===== config.mk =====
export PLATFORM = sky130hd
export DESIGN_NAME = rans_esc_ram
export DESIGN_NICKNAME = d
export VERILOG_FILES = /design/src/design/rans_esc_ram.sv
export SDC_FILE = /design/constraint.sdc
export NUM_CORES = 2
export LEC_CHECK = 0
export BUFFER_PORTS_ARGS = -buffer_cell sky130_fd_sc_hd__buf_4
export CORE_UTILIZATION = 35
export CTS_CLUSTER_SIZE = 10
export DETAILED_ROUTE_END_ITERATION = 6
export HOLD_SLACK_MARGIN = 0.12
export SYNTH_ARGS = -nofsm -noshare
export SYNTH_HDL_FRONTEND = slang
export SYNTH_SLANG_ARGS = --single-unit

===== constraint.sdc =====
create_clock -name i_clk -period 3.2 [get_ports i_clk]
set_input_delay 0.48 -clock i_clk [delete_from_list [all_inputs] [get_ports i_clk]]
set_output_delay 0.48 -clock i_clk [all_outputs]
set_load 0.01 [all_outputs]

===== src/design/rans_esc_ram.sv =====
// Generic single-port RAM with registered read.
`default_nettype none
module rans_esc_ram #(
    parameter int WIDTH = 8,
    parameter int DEPTH = 256
) (
    input  wire logic                     i_clk,
    input  wire logic                     i_we,
    input  wire logic [$clog2(DEPTH)-1:0] i_addr,
    input  wire logic [WIDTH-1:0]         i_wdata,
    output logic      [WIDTH-1:0]         o_rdata
);

    logic [WIDTH-1:0] r_mem [DEPTH];

    // Write on request, read every cycle
    always_ff @(posedge i_clk) begin
        if (i_we) begin
            r_mem[i_addr] <= i_wdata;
        end
        o_rdata <= r_mem[i_addr];
    end

endmodule
`default_nettype wire


== Yosys cells after proc, flatten, opt, wreduce, memory -nomap -nowiden ==
Memories as Yosys holds them, arrays and structs flattened. A register that Yosys moved wholly into a read port is not among the register bits.
Index checks and enable logic that the tools add are counted.

* Bits in registers: 0
* RAM bits: 2,048
* Bits of input ports: 18
* Output and inout port bits: 8
* Logic and storage cells: 3
* Memories kept: 1

* Muxes and demuxes: 2

{| class="wikitable"
|+ Memories
! name !! words !! bits a word !! rd ports !! clocked after memory_dff !! wr ports !! line !! text
|-
| r_mem || 256 || 8 || 1 || 1 || 1 || 14 || <nowiki>logic [WIDTH-1:0] r_mem [DEPTH];</nowiki>
|}

{| class="wikitable"
|+ Operator list
! kind !! number
|-
| two-way mux 1 bit || 2
|}

== Depth between registers and ports, before layout ==
* Word-level depth: 2
* Depth in mapped cells: 10
* Mapped depth without buffers: 5

== Worst setup path after synthesis ==
OpenSTA, ideal clock, no wires.

* Path kind: in2reg
* From: input port i_addr[1]
* To: memory r_mem[111][0] (enable)
* Setup time: 0.370 ns
* Arrival: 2.329 ns
* Required time: 2.830 ns
* Path slack: 0.501 ns
* Stages: 9
* Buffers on the path: 5
* Cells stage by stage: buf_2 clkbuf_1 clkbuf_1 nand2_1 buf_2 nor2_1 nand2_1 clkbuf_1 nor2_1

{| class="wikitable"
|+ RTL lines
! what !! line !! text
|-
| from (decl) || 9 || <nowiki>input wire logic [$clog2(DEPTH)-1:0] i_addr,</nowiki>
|-
| to (decl) || 14 ||
|}

Straight into the memory's write port.

==> flow_summary.toml <==
[critical_path]
cp_slowest_stage_delay_ns = 0.91
critPathKind = "register to register"
crit_path_end_kind = "register"
r2r_slack_ns = 0.38
path_max_fanout = 1
crit_chain = "mux4_2 > a22oi_1 > buf_4 > a21oi_1 > buf_12 > o41ai_1 > nand4_1"
critPathLaunchType = "register"
cp_data_required_time_ns = 3.91
crit_arrival_ns = 3.53
crit_slowest_cell = "o41ai_1"

[layout]
multiInputGateArea_um2 = 15830
instances_no_fill = 7125
drive_gt1_frac = 0.3152
final_cell_mix = "edfxtp_1 (2048), mux4_2 (512), buf_4 (454)"
syn_to_final_growth_pct = 17.83
nets = 4102
mostFrequentLayoutCell = "edfxtp_1"
num-fill-cells = 19320
n_antenna_cell = 0
seq_area_um2 = 61660

[route]
wl_per_cell_um = 27.71
dr.pass1.iters = 5
drtAntennaViolNets = 0
totalWireLength_um = 197400
vias = 38680
drt_drc_violations_left = 0
viasPerCell = 5.429
drtIter0Drc = 3979

[clock_network]
cts.clk_slew.worst_paths_ns = 0.05
cts_max_level = 4
cts.sinks = 2056
clock_path_buffers = 3
cts_buffers = 226
insertion_delay_ns = 0.88
root_buffer = "clkbuf_16"
cts_tree = "yes"
cts_setup_buffers = 0

[status]
outcome = "finished, final reports clean"

[synth]
postSynthAreaPerCell_um2 = 22.13
syn-num-nets = 3565
ys_ff_latch = 2056
postSynthCellCount = 3547
synth_area_um2 = 78490
yosysWarnings = 0
yosys.cell_types.count = 22
yosysSeqAreaShare = 0.7855

[timing]
max_freq_mhz = 354.7
grt_setup_unrepaired = "no"
period_needed_ns = 2.819
min_period_over_period = 0.8810
slew_headroom = 0.2142
worst_slack_ns = 0.3809
setup_tns_ns = 0
slew_viol_final = 0
hold_viol = 0
tightest_slew_ns = 1.179
holdWs_ns = 0.1285
fin_skew_ns = 0.06824
final-setup-viol-count = 0

[global_route]
overflow = 0
grt_use_total = 0.1751
grt_pass1_vias = 40350
grt_pass1_wl_um = 286200
antenna_found_initial = 1
grt_start_max_net_pins = 180

[floorplan]
die_area_um2 = 226200
dieWidth_um = 475.6
die_height_um = 475.6
initial_core_util = 0.3527
rows = 173
coreArea_um2 = 222500
top_level_ports = 26

[worst_hold_path]
hp-class = "input port to register"

[power]
switching_share = 0.2144
seq_power_share = 0.538
internal_power_w = 0.04347
power_w = 0.05533
switchingPower_w = 0.01186
power_frac_comb = 0.050
p_leak_nw = 28.74
irDropWorstVdd_mv = 0.5284
clkPwrFrac = 0.413
p_per_area_nw_per_um2 = 598.2

[placement]
placed_cells = 6824
gp_congestion = 0.8270
hpwlAfterDp_um = 123600
io_buffers = 25
pre_cts_slack_ns = -0.5305

[job]
drv_cap = 0
-- worst paths after layout --
kind                                start                      end  cells after the start
setup / recovery  r_mem[127][6]$_DFFE_PP_       o_rdata[6]$_DFF_P_                      7
hold / removal                 i_wdata[1]  r_mem[163][1]$_DFFE_PP_                      1
setup reg to reg  r_mem[127][6]$_DFFE_PP_       o_rdata[6]$_DFF_P_                      7
hold reg to reg   r_mem[107][1]$_DFFE_PP_       o_rdata[1]$_DFF_P_                      5
-- what timing repair did --
| action | CTS | global route |
|---|---|---|
| hold buffers | 7 | 0 |
| hold endpoints to repair | 229 | 0 |
| gates resized for setup | 0 | 0 |
-- metrics by stage --
step / util / area, µm²
finish: 0.4157 / 92490
CTS: 0.4157 / 92490
floorplan: - / 78490
detailed placement: 0.3873 / 86180
global route: 0.4157 / 92490
global placement: 0.3873 / 86170
-- routing by layer --
| layer | global-route usage | part of all wire | up-vias |
|---|---|---|---|
| met4 | 0.05748 | 0.029 | 0 |
| met3 | 0.03108 | 0.064 | 289 |
| met2 | 0.2818 | 0.49 | 1397 |
| met5 | 0 | 0 | - |
| met1 | 0.2407 | 0.42 | 20940 |
| li1 | - | - | 16060 |
-- critical path, delay by kind of cell, from the launching register on --
kind / cells / cell delay (ns)
compound gates: 3 / 1.23
buf+inv: 2 / 0.34
flops: 1 / 0.36
mux: 1 / 0.53
simple gates: 1 / 0.21
-- cell usage after synthesis --
master	number	area, µm²
a21oi_1	128	640.6
a22oi_1	256	1922
and2_1	3	18.77
buf_1	19	71.32
buf_2	36	180.2
buf_4	16	120.1
buf_6	16	180.2
clkbuf_1	145	544.3
dfxtp_1	8	160.2
edfxtp_1	2048	61500
inv_1	1	3.750
mux4_2	512	11530
nand2_1	28	105.1
nand2b_1	6	37.54
nand3_1	13	65.06
nand4_1	8	50.05
nor2_1	232	870.8
nor2b_1	7	43.79
nor3_1	30	150.1
o41ai_1	32	280.3
or2_2	2	12.51
or3_1	1	6.260
-- cell families after synthesis --
kind of cell / count (synthesis) / synth area share
muxes: 512 / 0.1469
and+or+nand+nor: 330 / 0.01733
AOI/OAI and AO/OA: 416 / 0.03622
buffers and inverters: 233 / 0.01401
DFF: 2056 / 0.7855
-- final cells by class --
class / instances / share of cell area
clock inverter: 21 / 0.004437
sequential: 2056 / 0.6666
clock buffer: 273 / 0.06305
multi-input combinational: 1258 / 0.1712
tap: 2975 / 0.04025
timing repair buffer: 541 / 0.05438
inverter: 1 / 0.00004058
-- registers in the layout, indices dropped and copies added, names as in the netlist --
name and count:
r_mem 2048, o_rdata 8
-- power groups by stage --
| stage | logic, W | clock network, W | registers [W] |
|---|---|---|---|
| global route | 0.00291 | 0.0242 | 0.0297 |
| detailed placement | 0.00278 | 0 | 0.0303 |
| global placement | 0.00274 | 0 | 0.0303 |
| finish | 0.00276 | 0.0228 | 0.0298 |
| floorplan | 0.00132 | 0 | 0.0303 |
| CTS | 0.00279 | 0.0232 | 0.0298 |
(Power assumes the default switching activity.)
