`config.mk`:
```
export PLATFORM = sky130hd
export DESIGN_NAME = rans_esc_ofifo
export DESIGN_NICKNAME = d
export VERILOG_FILES = /design/src/design/rans_esc_pkg.sv /design/src/design/rans_esc_ofifo.sv
export SDC_FILE = /design/constraint.sdc
export NUM_CORES = 1
export LEC_CHECK = 0
export ABC_AREA = 1
export BUFFER_PORTS_ARGS = -buffer_cell sky130_fd_sc_hd__clkbuf_2
export CAP_MARGIN = 0
export CORE_MARGIN = 2
export CORE_UTILIZATION = 52
export DETAILED_ROUTE_END_ITERATION = 6
export PLACE_DENSITY = 0.88
export SLEW_MARGIN = 25
export SYNTH_ARGS = -nofsm -noshare
export SYNTH_HDL_FRONTEND = slang
export SYNTH_SLANG_ARGS = --single-unit
```
`constraint.sdc`:
```
create_clock -name i_clk -period 3.01 [get_ports i_clk]
set_input_delay 0.301 -clock i_clk [delete_from_list [all_inputs] [get_ports i_clk]]
set_output_delay 0.301 -clock i_clk [all_outputs]
set_load 0.005 [all_outputs]
```
`src/design/rans_esc_pkg.sv`:
```
// Shared constants, codes and types of the rANS encoder with escape coding.
`default_nettype none
package rans_esc_pkg;

    // Fixed field and state widths
    localparam int STATE_W   = 64;
    localparam int WORD_W    = 32;
    localparam int OP_W      = 2;
    localparam int SYM_W     = 16;
    localparam int CFG_IDX_W = 1;

    // Raw coding of an escaped sample: start = pattern * 256, frequency 256
    localparam int RAW_FREQ  = 256;
    localparam int RAW_SHIFT = 8;

    // Quotient bits produced per divider cycle
    localparam int DIV_DIGIT = 2;

    // State after reset and after a flush
    localparam logic [STATE_W-1:0] STATE_LOW = 64'h0000_0000_8000_0000;

    // Operation codes
    localparam logic [OP_W-1:0] OP_LOAD   = 2'd0;
    localparam logic [OP_W-1:0] OP_ENCODE = 2'd1;
    localparam logic [OP_W-1:0] OP_FLUSH  = 2'd2;
    localparam logic [OP_W-1:0] OP_NOP    = 2'd3;

    // Configuration register indexes
    localparam logic [CFG_IDX_W-1:0] CFG_ESC_START = 1'd0;
    localparam logic [CFG_IDX_W-1:0] CFG_ESC_FREQ  = 1'd1;

    // One result item
    typedef struct packed {
        logic              last;
        logic [WORD_W-1:0] word;
    } t_out_item;

endpackage
`default_nettype wire

```
`src/design/rans_esc_ofifo.sv`:
```
// Two-entry output queue between the coder and the result channel.
`default_nettype none
module rans_esc_ofifo
    import rans_esc_pkg::*;
(
    input  wire logic      i_clk,
    input  wire logic      i_rst_n,
    input  wire logic      i_push,
    input  wire t_out_item i_item,
    output logic           o_full,
    output logic           o_valid,
    input  wire logic      i_stall,
    output t_out_item      o_item
);

    t_out_item  r_mem [2];
    logic       r_wp;
    logic       r_rp;
    logic [1:0] r_cnt;
    logic       pop;

    assign pop     = o_valid && !i_stall;
    assign o_valid = (r_cnt != 2'd0);
    assign o_full  = (r_cnt == 2'd2);
    assign o_item  = r_mem[r_rp];

    // Advance pointers and count on each transfer
    always_ff @(posedge i_clk) begin
        if (!i_rst_n) begin
            r_wp  <= 1'b0;
            r_rp  <= 1'b0;
            r_cnt <= 2'd0;
        end else begin
            if (i_push) begin
                r_wp <= !r_wp;
            end
            if (pop) begin
                r_rp <= !r_rp;
            end
            if (i_push && !pop) begin
                r_cnt <= r_cnt + 2'd1;
            end else if (pop && !i_push) begin
                r_cnt <= r_cnt - 2'd1;
            end
        end
    end

    // Store the pushed item
    always_ff @(posedge i_clk) begin
        if (i_push) begin
            r_mem[r_wp] <= i_item;
        end
    end

endmodule
`default_nettype wire
```
# --- Word-level counts from Yosys, hierarchy flattened ---
# Memories as Yosys holds them, arrays and structs flattened. A register that Yosys moved wholly into a read port is not among the register bits.
# Index checks and enable logic that the tools add are counted.
totals:
  reg_bits: 4
  out_inout_bits: 35
  mem_count: 1
  word_cells: 23
  ramBits: 66
memory_table:
  columns: ["name", "words", "word_bits", "rd", "rd_ports_with_merged_regs", "wr", "line", "text"]
  rows:
  - ["r_mem", 2, 33, 1, 1, 1, "rans_esc_ofifo.sv:16", "t_out_item r_mem [2];"]
op_classes:
  add_sub_neg: 2
  eq_ne: 1
  reduce_logical: 10
  mux: 6
op_table:
  columns: ["operator", "count"]
  rows:
  - ["$logic_not A1 Y1", 5]
  - ["$mux W1", 4]
  - ["$mux W2", 2]
  - ["$reduce_bool A2 Y1", 2]
  - ["$logic_and A1 B1 Y1", 3]
  - ["$add A2 B1 Y2 const B", 1]
  - ["$eq A2 B2 Y1 const B", 1]
  - ["$sub A2 B1 Y2 const B", 1]

# --- Depth between registers and ports, before layout ---
depth:
  ltp_word: 5
  mapped_depth: 10
  ltp_nobuf: 10

# --- Worst setup path before layout ---
# Ideal clock, no wire load.
synth_timing:
  path_type: "input-to-reg"
  startpoint: "input i_push"
  endpoint: "memory r_mem[0][0] in the netlist's numbering, enable pin"
  arrival_time_ns: 1.732
  path_stages: 2
  setup_slack_ns: 0.854
  required_ns: 2.586
  n_path_buf: 0
  cell_sequence: "inv_1 > nor2_1"
synth_between:
  elab_chain_len: 2
synth_rtl:
  columns: ["item", "line", "text"]
  rows:
  - ["start: declaration", "rans_esc_ofifo.sv:8", "input wire logic i_push,"]
  - ["$mux W1", "rans_esc_ofifo.sv:50", "if (i_push) begin"]
  - ["$mux W1 (implied by the code)", "rans_esc_ofifo.sv:51", "r_mem[r_wp] <= i_item;"]
  - ["end: declaration", "rans_esc_ofifo.sv:16", null]
# No other way between the ends.

==> flow_summary.yaml <==
status:
  status: "completed"
finish:
  fin_cells: 293
  fillers: 387
  nNetsFinal: 257
  fin_util_pct: 64.46
  multiInputGateArea_sq_um: 594.3
  antenna_cells: 0
  drive_gt1_share_pct: 52.91
  regArea_sq_um: 2083
  area_growth_pct: 19.60
global_routing:
  grt_overflow_total: 0
  grt_pass1_vias: 1448
  grt_antenna_before_repair: 0
  grt_pass1_wl_mm: 6.699
  grt.total_usage_pct: 15.27
  grt_max_degree: 34
cts:
  postCtsHoldBufs: 0
  tritoncts: "done"
  clockBufferDepth: 2
  h-tree-depth: 3
  ctsResizeCount: 0
  post-cts-setup-buffers: 0
  cts-root-buf: "clkbuf_8"
  numClockSinks: 71
  clkLatencyLatePin_ns: 0.33
  cts_buffers: 9
  clk_pin_slew_ns: 0.07
placed_design:
  gp_congestion: 0.7168
  portBuffers: 71
  post-place-cells: 278
  hpwl_mm: 2.994
critical_path:
  cp.required_ns: 2.71
  r2r_cells: 1
  worst_r2r_startpoint: "r_wp$_SDFFE_PN0P_"
  arrival_ns: 1.85
  crit_path_end_kind: "primary output"
  worstPathMaxFanout: 22
  critical_path_class: "flip-flop to primary output"
  start_kind: "flip-flop"
  r2r_setup_slack_ns: 1.54
  r2r_end: "r_mem[0][29]$_DFFE_PP_"
logic_synthesis:
  synthTopCellsByArea: "edfxtp_1 (72%), mux2_4 (16%), dfxtp_1 (3.6%)"
  yosysUniqueCellTypes: 14
  yosys.area.top_type: "edfxtp_1"
  synthFlopType: "edfxtp_1"
  ys_ff_latch: 71
  yosysMostFrequentCell: "edfxtp_1"
  synth_async_sr_flop_share_pct: 0
  synthesis.nets: 177
  syn_inst: 139
  syn_area_sq_um: 2770
  synth_edf_count: 66
  synth_common_cells: "edfxtp_1 (66), mux2_4 (30), nand2_1 (9)"
  synth_warnings: 0
  synth_area_per_cell_sq_um: 19.93
  synth_top_cell_area_share_pct: 71.54
  yosysSeqAreaShare_pct: 75.16
route:
  viasPerCell: 4.799
  drt.antenna.violating_nets: 0
  wl_mm: 4.354
  first_pass_iters: 4
  wl_per_cell_microns: 14.86
  vias: 1406
  drc: 0
  dr.first_iter.drc_count: 64
power:
  p_comb_share_pct: 14.4
  finalPower_mw: 2.066
  switching_share_pct: 22.36
  clkPwrFrac_pct: 28.8
  netSwitchingPower_mw: 0.4620
  internal-power_mw: 1.604
  seq_power_share_pct: 56.8
  p_per_area_nw_per_um2: 623.5
  vdd_ir_drop_max_v: 0.0003613
  power.leakage_nw: 1.364
floorplanning:
  start_util_pct: 53.89
  std_cell_rows: 26
  die-area_sq_um: 5927
  coreArea_sq_um: 5140
  die_x_microns: 76.99
  io_pins: 72
  die_h_microns: 76.99
sta:
  timing.final.hold_violations: 0
  setup_viol: 0
  slew_headroom_pct: 38.04
  finalSetupTns_ns: 0
  fin_crit_sh_pct: 71.53
  worst_pin_slew_ns: 0.9272
  post-route-min-period_ns: 2.153
  slew_viol_final: 0
  skew_ns: 0.005669
  rsz0062_at_grt: "false"
  max_freq_mhz: 464.5
worst_hold_path:
  hold_path.class: "primary input to flip-flop"
  worstHoldPathCells: 1
  min_to: "r_mem[1][27]$_DFFE_PP_"
  hold_start: "i_item[27]"
flow_run:
  cap_violations: 0
[critical path: stages, from the launching register on]
cell	delay, ns
dfxtp_2	0.57
buf_4	0.44
mux2_2	0.39
clkbuf_2	0.11
[per-layer routing]
| metal | global-route usage (%) | part of all wire, % | vias to the layer above |
|---|---|---|---|
| li1 | - | - | 675 |
| met1 | 16.68 | 38 | 675 |
| met2 | 25.70 | 54 | 46 |
| met3 | 4.118 | 5.1 | 10 |
| met4 | 10.89 | 3.0 | 0 |
| met5 | 0 | 0 | - |
[registers in the layout (all words and copies together), names as in the netlist, named ones only]
signal,flops
r_mem,66
r_cnt,2
r_rp,1
r_wp,1
[power groups by stage]
stage / Clock [mW] / Combinational [mW] / Sequential [mW]
2_1_floorplan: 0 / 0.224 / 1.18
3_3_place_gp: 0 / 0.295 / 1.19
3_5_place_dp: 0 / 0.302 / 1.19
4_1_cts: 0.609 / 0.304 / 1.17
5_1_grt: 0.641 / 0.327 / 1.18
6_report: 0.594 / 0.298 / 1.17
[placed cells by master, fill, tap and decap left out, drive strengths merged]
master / Yosys / layout
clkinv: 0 / 2
nand3: 1 / 1
nand4: 1 / 1
ha: 1 / 1
a21oi: 2 / 2
buf: 4 / 2
edfxtp: 66 / 66
mux2: 33 / 33
o21ai: 1 / 1
inv: 8 / 8
nor2: 8 / 8
clkbuf: 0 / 84
nand2: 9 / 9
dfxtp: 5 / 5
[layout make-up]
type / count / share of cell area (%)
Tap cell: 70 / 2.644
Timing Repair Buffer: 73 / 11.18
Clock buffer: 13 / 4.192
Inverter: 8 / 0.9063
Multi-Input combinational cell: 56 / 17.94
Clock inverter: 2 / 0.2644
Sequential cell: 71 / 62.88
[worst max-delay path by stage]
stage | startpoint | endpoint | slack [ns] | cells past startpoint
after detailed placement | flip-flop | o_item[24] | 1.21 | 3
after global placement | flip-flop | o_item[25] | 1.23 | 3
after floorplan | i_push | r_mem[0][0]$_DFFE_PP_ | 0.85 | 2
final | flip-flop | o_item[24] | 0.86 | 3
after CTS | flip-flop | o_item[24] | 0.84 | 3
after global routing | flip-flop | o_item[24] | 0.79 | 3
[cell families after synthesis]
group,Yosys count,synth area share [%]
flip-flops,71,75.16
multiplexers,33,17.48
AND/OR/NAND/NOR,19,2.710
buffers and inverters,12,3.659
AO/OA/AOI/OAI,3,0.5418
adder cells (fa/ha/maj),1,0.4516
[stage by stage]
| stage | setup WS, ns | hold slack (ns) | instance area, sq um |
|---|---|---|---|
| detailed placement | 1.212 | 0.4943 | 3166 |
| floorplan | 0.8544 | 0.3999 | 2770 |
| CTS | 0.8362 | 0.1419 | 3313 |
| global route | 0.7876 | 0.1491 | 3313 |
| finish | 0.8571 | 0.1561 | 3313 |
| global placement | 1.230 | 0.4816 | 3166 |
Power figures use the tool's default switching activity.
