<file path="config.mk">
export PLATFORM = sky130hd
export DESIGN_NAME = rans_esc_div
export DESIGN_NICKNAME = d
export VERILOG_FILES = /design/src/design/rans_esc_pkg.sv /design/src/design/rans_esc_div.sv
export SDC_FILE = /design/constraint.sdc
export NUM_CORES = 1
export LEC_CHECK = 0
export ABC_AREA = 1
export BUFFER_PORTS_ARGS = -buffer_cell sky130_fd_sc_hd__buf_2
export CAP_MARGIN = 5
export CORE_UTILIZATION = 45
export DETAILED_ROUTE_END_ITERATION = 8
export PLACE_DENSITY = 0.68
export SLEW_MARGIN = 10
export SYNTH_ARGS = -nofsm -noshare
export SYNTH_HDL_FRONTEND = slang
export SYNTH_SLANG_ARGS = --single-unit
</file>
<file path="constraint.sdc">
create_clock -name i_clk -period 4.1 [get_ports i_clk]
set_input_delay 0.82 -clock i_clk [delete_from_list [all_inputs] [get_ports i_clk]]
set_output_delay 0.82 -clock i_clk [all_outputs]
set_load 0.1 [all_outputs]
</file>
<file path="src/design/rans_esc_pkg.sv">
// Shared constants, codes and types of the rANS encoder with escape coding.
`default_nettype none
package rans_esc_pkg;

    // Fixed field and state widths
    localparam int STATE_W   = 64;
    localparam int WORD_W    = 32;
    localparam int OP_W      = 2;
    localparam int SYM_W     = 16;
    localparam int CFG_IDX_W = 1;

    // Raw coding of an escaped sample: start = pattern * 256, frequency 256
    localparam int RAW_FREQ  = 256;
    localparam int RAW_SHIFT = 8;

    // Quotient bits produced per divider cycle
    localparam int DIV_DIGIT = 2;

    // State after reset and after a flush
    localparam logic [STATE_W-1:0] STATE_LOW = 64'h0000_0000_8000_0000;

    // Operation codes
    localparam logic [OP_W-1:0] OP_LOAD   = 2'd0;
    localparam logic [OP_W-1:0] OP_ENCODE = 2'd1;
    localparam logic [OP_W-1:0] OP_FLUSH  = 2'd2;
    localparam logic [OP_W-1:0] OP_NOP    = 2'd3;

    // Configuration register indexes
    localparam logic [CFG_IDX_W-1:0] CFG_ESC_START = 1'd0;
    localparam logic [CFG_IDX_W-1:0] CFG_ESC_FREQ  = 1'd1;

    // One result item
    typedef struct packed {
        logic              last;
        logic [WORD_W-1:0] word;
    } t_out_item;

endpackage
`default_nettype wire

</file>
<file path="src/design/rans_esc_div.sv">
// Digit-serial restoring divider: 64-bit dividend by a narrow divisor.
`default_nettype none
module rans_esc_div
    import rans_esc_pkg::*;
#(
    parameter int DIV_W = 25
) (
    input  wire logic               i_clk,
    input  wire logic               i_rst_n,
    input  wire logic               i_start,
    input  wire logic [STATE_W-1:0] i_dividend,
    input  wire logic [DIV_W-1:0]   i_divisor,
    output logic                    o_done,
    output logic      [STATE_W-1:0] o_quot,
    output logic      [DIV_W-1:0]   o_rem
);

    localparam int STEPS = STATE_W / DIV_DIGIT;
    localparam int CNT_W = $clog2(STEPS);

    logic               r_busy;
    logic               r_done;
    logic [CNT_W-1:0]   r_cnt;
    logic [STATE_W-1:0] r_q;
    logic [DIV_W-1:0]   r_rem;
    logic [DIV_W-1:0]   r_d;
    logic [STATE_W-1:0] n_q;
    logic [DIV_W-1:0]   n_rem;

    // Shift in dividend bits, compare and subtract, one digit per cycle
    always_comb begin
        logic [DIV_W:0]     trial;
        logic [STATE_W-1:0] q_v;
        logic [DIV_W-1:0]   rem_v;
        q_v   = r_q;
        rem_v = r_rem;
        trial = '0;
        for (int k = 0; k < DIV_DIGIT; k++) begin
            trial = {rem_v, q_v[STATE_W-1]};
            q_v   = {q_v[STATE_W-2:0], 1'b0};
            if (trial >= {1'b0, r_d}) begin
                trial  = trial - {1'b0, r_d};
                q_v[0] = 1'b1;
            end
            rem_v = trial[DIV_W-1:0];
        end
        n_q   = q_v;
        n_rem = rem_v;
    end

    // Sequence the steps
    always_ff @(posedge i_clk) begin
        if (!i_rst_n) begin
            r_busy <= 1'b0;
            r_done <= 1'b0;
            r_cnt  <= '0;
        end else begin
            r_done <= 1'b0;
            if (i_start) begin
                r_busy <= 1'b1;
                r_cnt  <= '0;
            end else if (r_busy) begin
                r_cnt <= r_cnt + 1'b1;
                if (r_cnt == CNT_W'(STEPS - 1)) begin
                    r_busy <= 1'b0;
                    r_done <= 1'b1;
                end
            end
        end
    end

    // Hold dividend, quotient and remainder
    always_ff @(posedge i_clk) begin
        if (i_start) begin
            r_q   <= i_dividend;
            r_rem <= '0;
            r_d   <= i_divisor;
        end else if (r_busy) begin
            r_q   <= n_q;
            r_rem <= n_rem;
        end
    end

    assign o_done = r_done;
    assign o_quot = r_q;
    assign o_rem  = r_rem;

endmodule
`default_nettype wire

</file>
Word level (Yosys, flattened, before mapping)
Index checks and enable logic that the tools add are counted.
- register bits after elaboration: 121
- output and inout bits: 90
- input port bits: 92
- logic and storage cells: 27
- $add $sub $neg: 3
- $lt $le $gt $ge: 2
- eq/ne operators: 1
- reduce and logical (&&, ||, !) cells: 3
- bitwise gates (word level): 2
- mux-type cells: 10
- operators by type and width (cell ; number):
    64-bit two-way mux ; 2
    26-bit by 25-bit >= comparator with 1-bit output ; 2
    25-bit two-way mux ; 2
    25-bit subtractor ; 2
    1-bit two-way mux ; 6
    5-bit by 1-bit adder with 5-bit output (second input constant) ; 1
    5-bit equality test (second input constant) ; 1
    3-bit OR reduction ; 1
    1-bit NOT ; 2
    2-bit nonzero test ; 1
    2-bit OR reduction ; 1

Logic depth before layout (Yosys ltp)
- depth in word-level cells: 6
- gate-level depth with buffers: 33
- depth with buffers taken out: 31

Least setup slack after synthesis
OpenSTA, ideal clock, no wires.
- kind: register to register
- start point: reg r_q[63], in the netlist o_quot[63]
- end point: reg r_rem[10], in the netlist o_rem[10]
- required time: 3.984 ns
- path buffers: 2
- library setup time: 0.116 ns
- clock period less this slack: 4.275 ns
- slack: -0.175 ns
- arrival: 4.159 ns
- stages on the path, launching flop included: 28
- path through: edfxtp_1 -> inv_1 -> ha_1 -> inv_1 -> fa_1 -> nand2_1 -> nand3_2 -> nand2_1 -> nand2_1 -> nand2_2 -> buf_1 -> nand4_1 -> nand2_1 -> inv_1 -> fa_1 -> nand2_1 -> nand3_1 -> nand2_1 -> nand3_1 -> nand2_1 -> nand2_1 -> nand2_1 -> nand2_1 -> inv_2 -> buf_2 -> nand3_1 -> nand3_1 -> nand2_1
- longest elaborated chain between the ends: 4
- elaborated cells on any way between the ends: 6
- those cells by class: 2 x add/sub; 2 x order compare; 2 x mux
- ends and longest elaborated chain (element ; line ; text):
    start: declaration ; rans_esc_div.sv:24 ; logic [STATE_W-1:0] r_q;
    start signal: assignment ; rans_esc_div.sv:75 ; r_q <= i_dividend;
    start signal: assignment ; rans_esc_div.sv:79 ; r_q <= n_q;
    25-bit subtractor or 26-bit by 25-bit >= comparator with 1-bit output (tied branches) ; rans_esc_div.sv:42, rans_esc_div.sv:41 ;
    25-bit two-way mux (*) ; rans_esc_div.sv:41 ; if (trial >= {1'b0, r_d}) begin
    25-bit subtractor or 26-bit by 25-bit >= comparator with 1-bit output (tied branches) ; rans_esc_div.sv:42, rans_esc_div.sv:41 ;
    25-bit two-way mux (*) ; rans_esc_div.sv:41 ;
    end signal: assignment ; rans_esc_div.sv:80 ; r_rem <= n_rem;
    end: declaration ; rans_esc_div.sv:25 ; logic [DIV_W-1:0] r_rem;
Mark *: on every way between the ends. The rest lies on a longest branch, timed or not.
A chain may end at the register's enable or synchronous reset.

Final worst setup path
- start point: reg r_d[16]
- end point: reg r_rem[19], in the netlist o_rem[19]
- longest elaborated chain between the ends: 4
- elaborated cells on any way between the ends: 6
- those cells by class: 2 x add/sub; 2 x order compare; 2 x mux
- ends and longest elaborated chain (element ; line ; text):
    start: declaration ; rans_esc_div.sv:26 ; logic [DIV_W-1:0] r_d;
    start signal: assignment ; rans_esc_div.sv:77 ; r_d <= i_divisor;
    25-bit subtractor or 26-bit by 25-bit >= comparator with 1-bit output (tied branches) ; rans_esc_div.sv:42, rans_esc_div.sv:41 ;
    25-bit two-way mux ; rans_esc_div.sv:41 ;
    25-bit subtractor or 26-bit by 25-bit >= comparator with 1-bit output (tied branches) ; rans_esc_div.sv:42, rans_esc_div.sv:41 ;
    25-bit two-way mux (*) ; rans_esc_div.sv:41 ;
Marks and branches as above.

==> results.cfg <==
[logic_synthesis]
synth-seq-cells = 121
ys_seq_area_frac = 0.374
postSynthAreaPerCell_um2 = 6.79
synth-edff-count = 89
syn_nets = 1450
netlist_area_mm2 = 0.00885
netlist-cell-type-count = 36
synth_ff_type = edfxtp_1
netlist_instances = 1304
async_flop_share = 0
synth_warnings = 0

[finish]
fin_nets = 1683
antenna_cells = 0
area_growth_syn_to_layout_pct = 30.8
final_core_util = 0.609
layout_common_cells = 554 x nand2_1, 196 x inv_1, 180 x buf_2
layout-drive-gt1-share = 0.241
layout_commonest_cell = nand2_1
final_cells = 1810

[drt]
vias_per_cell = 5.11
dr.pass1.iters = 5
post_drt_wl_per_cell_um = 15.6
ant_nets = 0
drtIter0Drc = 814
wl_um = 28300
route.detailed.drc = 0
vias = 9255

[global_route]
grt.total_usage = 0.276
grt_pass1_wl_um = 42800
busiest_layer = met2
grtUsageMet1 = 0.373
grt_pass1_vias = 8400
use_met3 = 0.0565
met2_usage = 0.437
antenna_found_initial = 1
grt_max_degree = 64
grt_overflow = 0

[placement]
hpwl_um = 20900
dpl.cell_count = 1759
port_buffers = 181
routabilityCongestion = 1.02

[setup_path]
crit_type = flip-flop to flip-flop
worstPathArrival_ns = 4.31
cp.required_ns = 4.41
worst-path-max-fanout = 13
end_kind = flip-flop
path_common_cell = nand2_1
slowest_delay_ns = 0.37
crit_slowest_cell = edfxtp_1
cp-start-kind = flip-flop

[power]
p_seq_frac = 0.177
power_density_mw_per_mm2 = 818
p_clk_frac = 0.147
leakagePower_nw = 6.21
netSwitchingPower_mw = 4.92
switching_share = 0.520
p_int_mw = 4.55
max-vdd-ir-drop_mv = 0.389
share_comb_of_total_power = 0.675

[sta]
fin_crit_sh = 0.975
fmax_mhz = 250
fin_crit_ns = 4.00
finalHoldViolations = 0
tightestPinTransition_ns = 0.828
finalSetupTns_ns = 0
finalSetupViolCount = 0
skew_ns = 0.0130
final_max_slew_viol_count = 0
relSlewSlack = 0.448

[cts]
h-tree-depth = 4
worstSkewPairLatency_ns = 0.42
clock_sinks = 121
cts_root_buf = clkbuf_16
cts_buffers = 17
tritoncts = yes
clkTransAtPathRegs_ns = 0.06
clockBufferDepth = 2

[status]
outcome = finished, final reports clean

[floorplan]
die_width_um = 142
dieArea_mm2 = 0.0202
rows = 50
io_pins = 182
die_h_um = 142
core_area_mm2 = 0.0190
initial_utilization = 0.466

[worst_hold_path]
hp-class = flip-flop to flip-flop

[run]
maxCapViolCount = 0
==> final timing paths <==
kind / to / depth (start not counted) / slack [ns] / startpoint
max reg2reg: o_rem[19]$_SDFFE_PP0P_ / 33 / 0.10 / r_d[16]$_DFFE_PP_
min: r_cnt[4]$_SDFFE_PP0P_ / 2 / 0.47 / r_cnt[4]$_SDFFE_PP0P_
min reg2reg: r_cnt[4]$_SDFFE_PP0P_ / 2 / 0.47 / r_cnt[4]$_SDFFE_PP0P_
max: o_rem[19]$_SDFFE_PP0P_ / 33 / 0.10 / r_d[16]$_DFFE_PP_
==> flip-flops by register name (all words and copies together) (netlist names) <==
register	count
r_cnt	5
o_quot	64
r_busy	1
o_done	1
o_rem	25
r_d	25
==> cell usage after synthesis, types with 3 or more instances <==
library cell | number | area, um^2
nand2_1 | 562 | 2110
edfxtp_1 | 89 | 2670
buf_1 | 5 | 18.8
xor2_1 | 9 | 78.8
o21ai_0 | 16 | 80.1
nand4_1 | 42 | 263
a31oi_1 | 5 | 31.3
o21bai_1 | 5 | 37.5
buf_2 | 4 | 20.0
a21oi_1 | 36 | 180
a21o_1 | 4 | 30.0
inv_1 | 205 | 769
inv_2 | 4 | 15.0
clkbuf_1 | 20 | 75.1
nor3_1 | 7 | 35.0
dfxtp_1 | 32 | 641
nand3_1 | 96 | 480
a211oi_1 | 3 | 22.5
and2_1 | 3 | 18.8
xnor2_1 | 19 | 166
nor2_1 | 66 | 248
ha_1 | 52 | 651
==> logic make-up after synthesis <==
family / after synthesis / synth area share
flip-flops: 121 / 0.374
adder cells (fa/ha/maj): 54 / 0.0780
buffers and inverters: 242 / 0.106
AO/OA/AOI/OAI: 72 / 0.0476
AND/OR/NAND/NOR: 787 / 0.367
XOR/XNOR: 28 / 0.0277
==> layout make-up <==
class	count	area, um^2
clock buffers	17	425
repair buffers	243	1470
flip-flops and latches	121	3330
clock inverters	15	125
inverters	209	790
well taps	260	325
fillers	1770	7440
multi-input cells	945	5120
==> per-layer routing <==
metal	routed length, um	share of wire	vias to the layer above
li1	-	-	4599
met1	12100	0.43	4158
met2	13100	0.46	443
met3	2360	0.083	53
met4	767	0.027	2
met5	14	0.00050	-
==> repair_timing <==
action | in CTS | in global routing
gates resized for setup | 6 | 86
buffers inserted | 0 | 13
hold buffers | 0 | 0
gates cloned | 1 | 5
endpoints found under the setup margin | 26 | 26
pin swaps | 0 | 9
==> power groups by stage <==
stage	combinational, mW	clock (mW)	sequential (mW)
3_3_place_gp	5.49	0	1.68
4_1_cts	5.58	1.41	1.66
5_1_grt	6.93	1.47	1.70
3_5_place_dp	5.50	0	1.68
6_report	6.39	1.40	1.68
2_1_floorplan	3.22	0	2.70
==> critical path: cells and delay by family (launching register included) <==
family / cells / cell delay [ns]
AO/OA/AOI/OAI: 1 / 0.23
flip-flops: 1 / 0.37
buffers and inverters: 8 / 1.01
adder cells (fa/ha/maj): 2 / 0.53
AND/OR/NAND/NOR: 22 / 1.73
==> metrics by stage <==
stage / setup slack, ns / area [um^2] / power (mW) / hold WS [ns]
5_1_grt: -0.107 / 11600 / 10.1 / 0.495
3_5_place_dp: -0.0393 / 10300 / 7.18 / 0.464
6_report: 0.101 / 11600 / 9.47 / 0.470
3_3_place_gp: -0.0176 / 10300 / 7.17 / 0.458
4_1_cts: 0.0178 / 10900 / 8.65 / 0.472
2_1_floorplan: 0.0000218 / 8910 / 5.92 / 0.445
No activity file was read; power rests on OpenSTA's default activity.
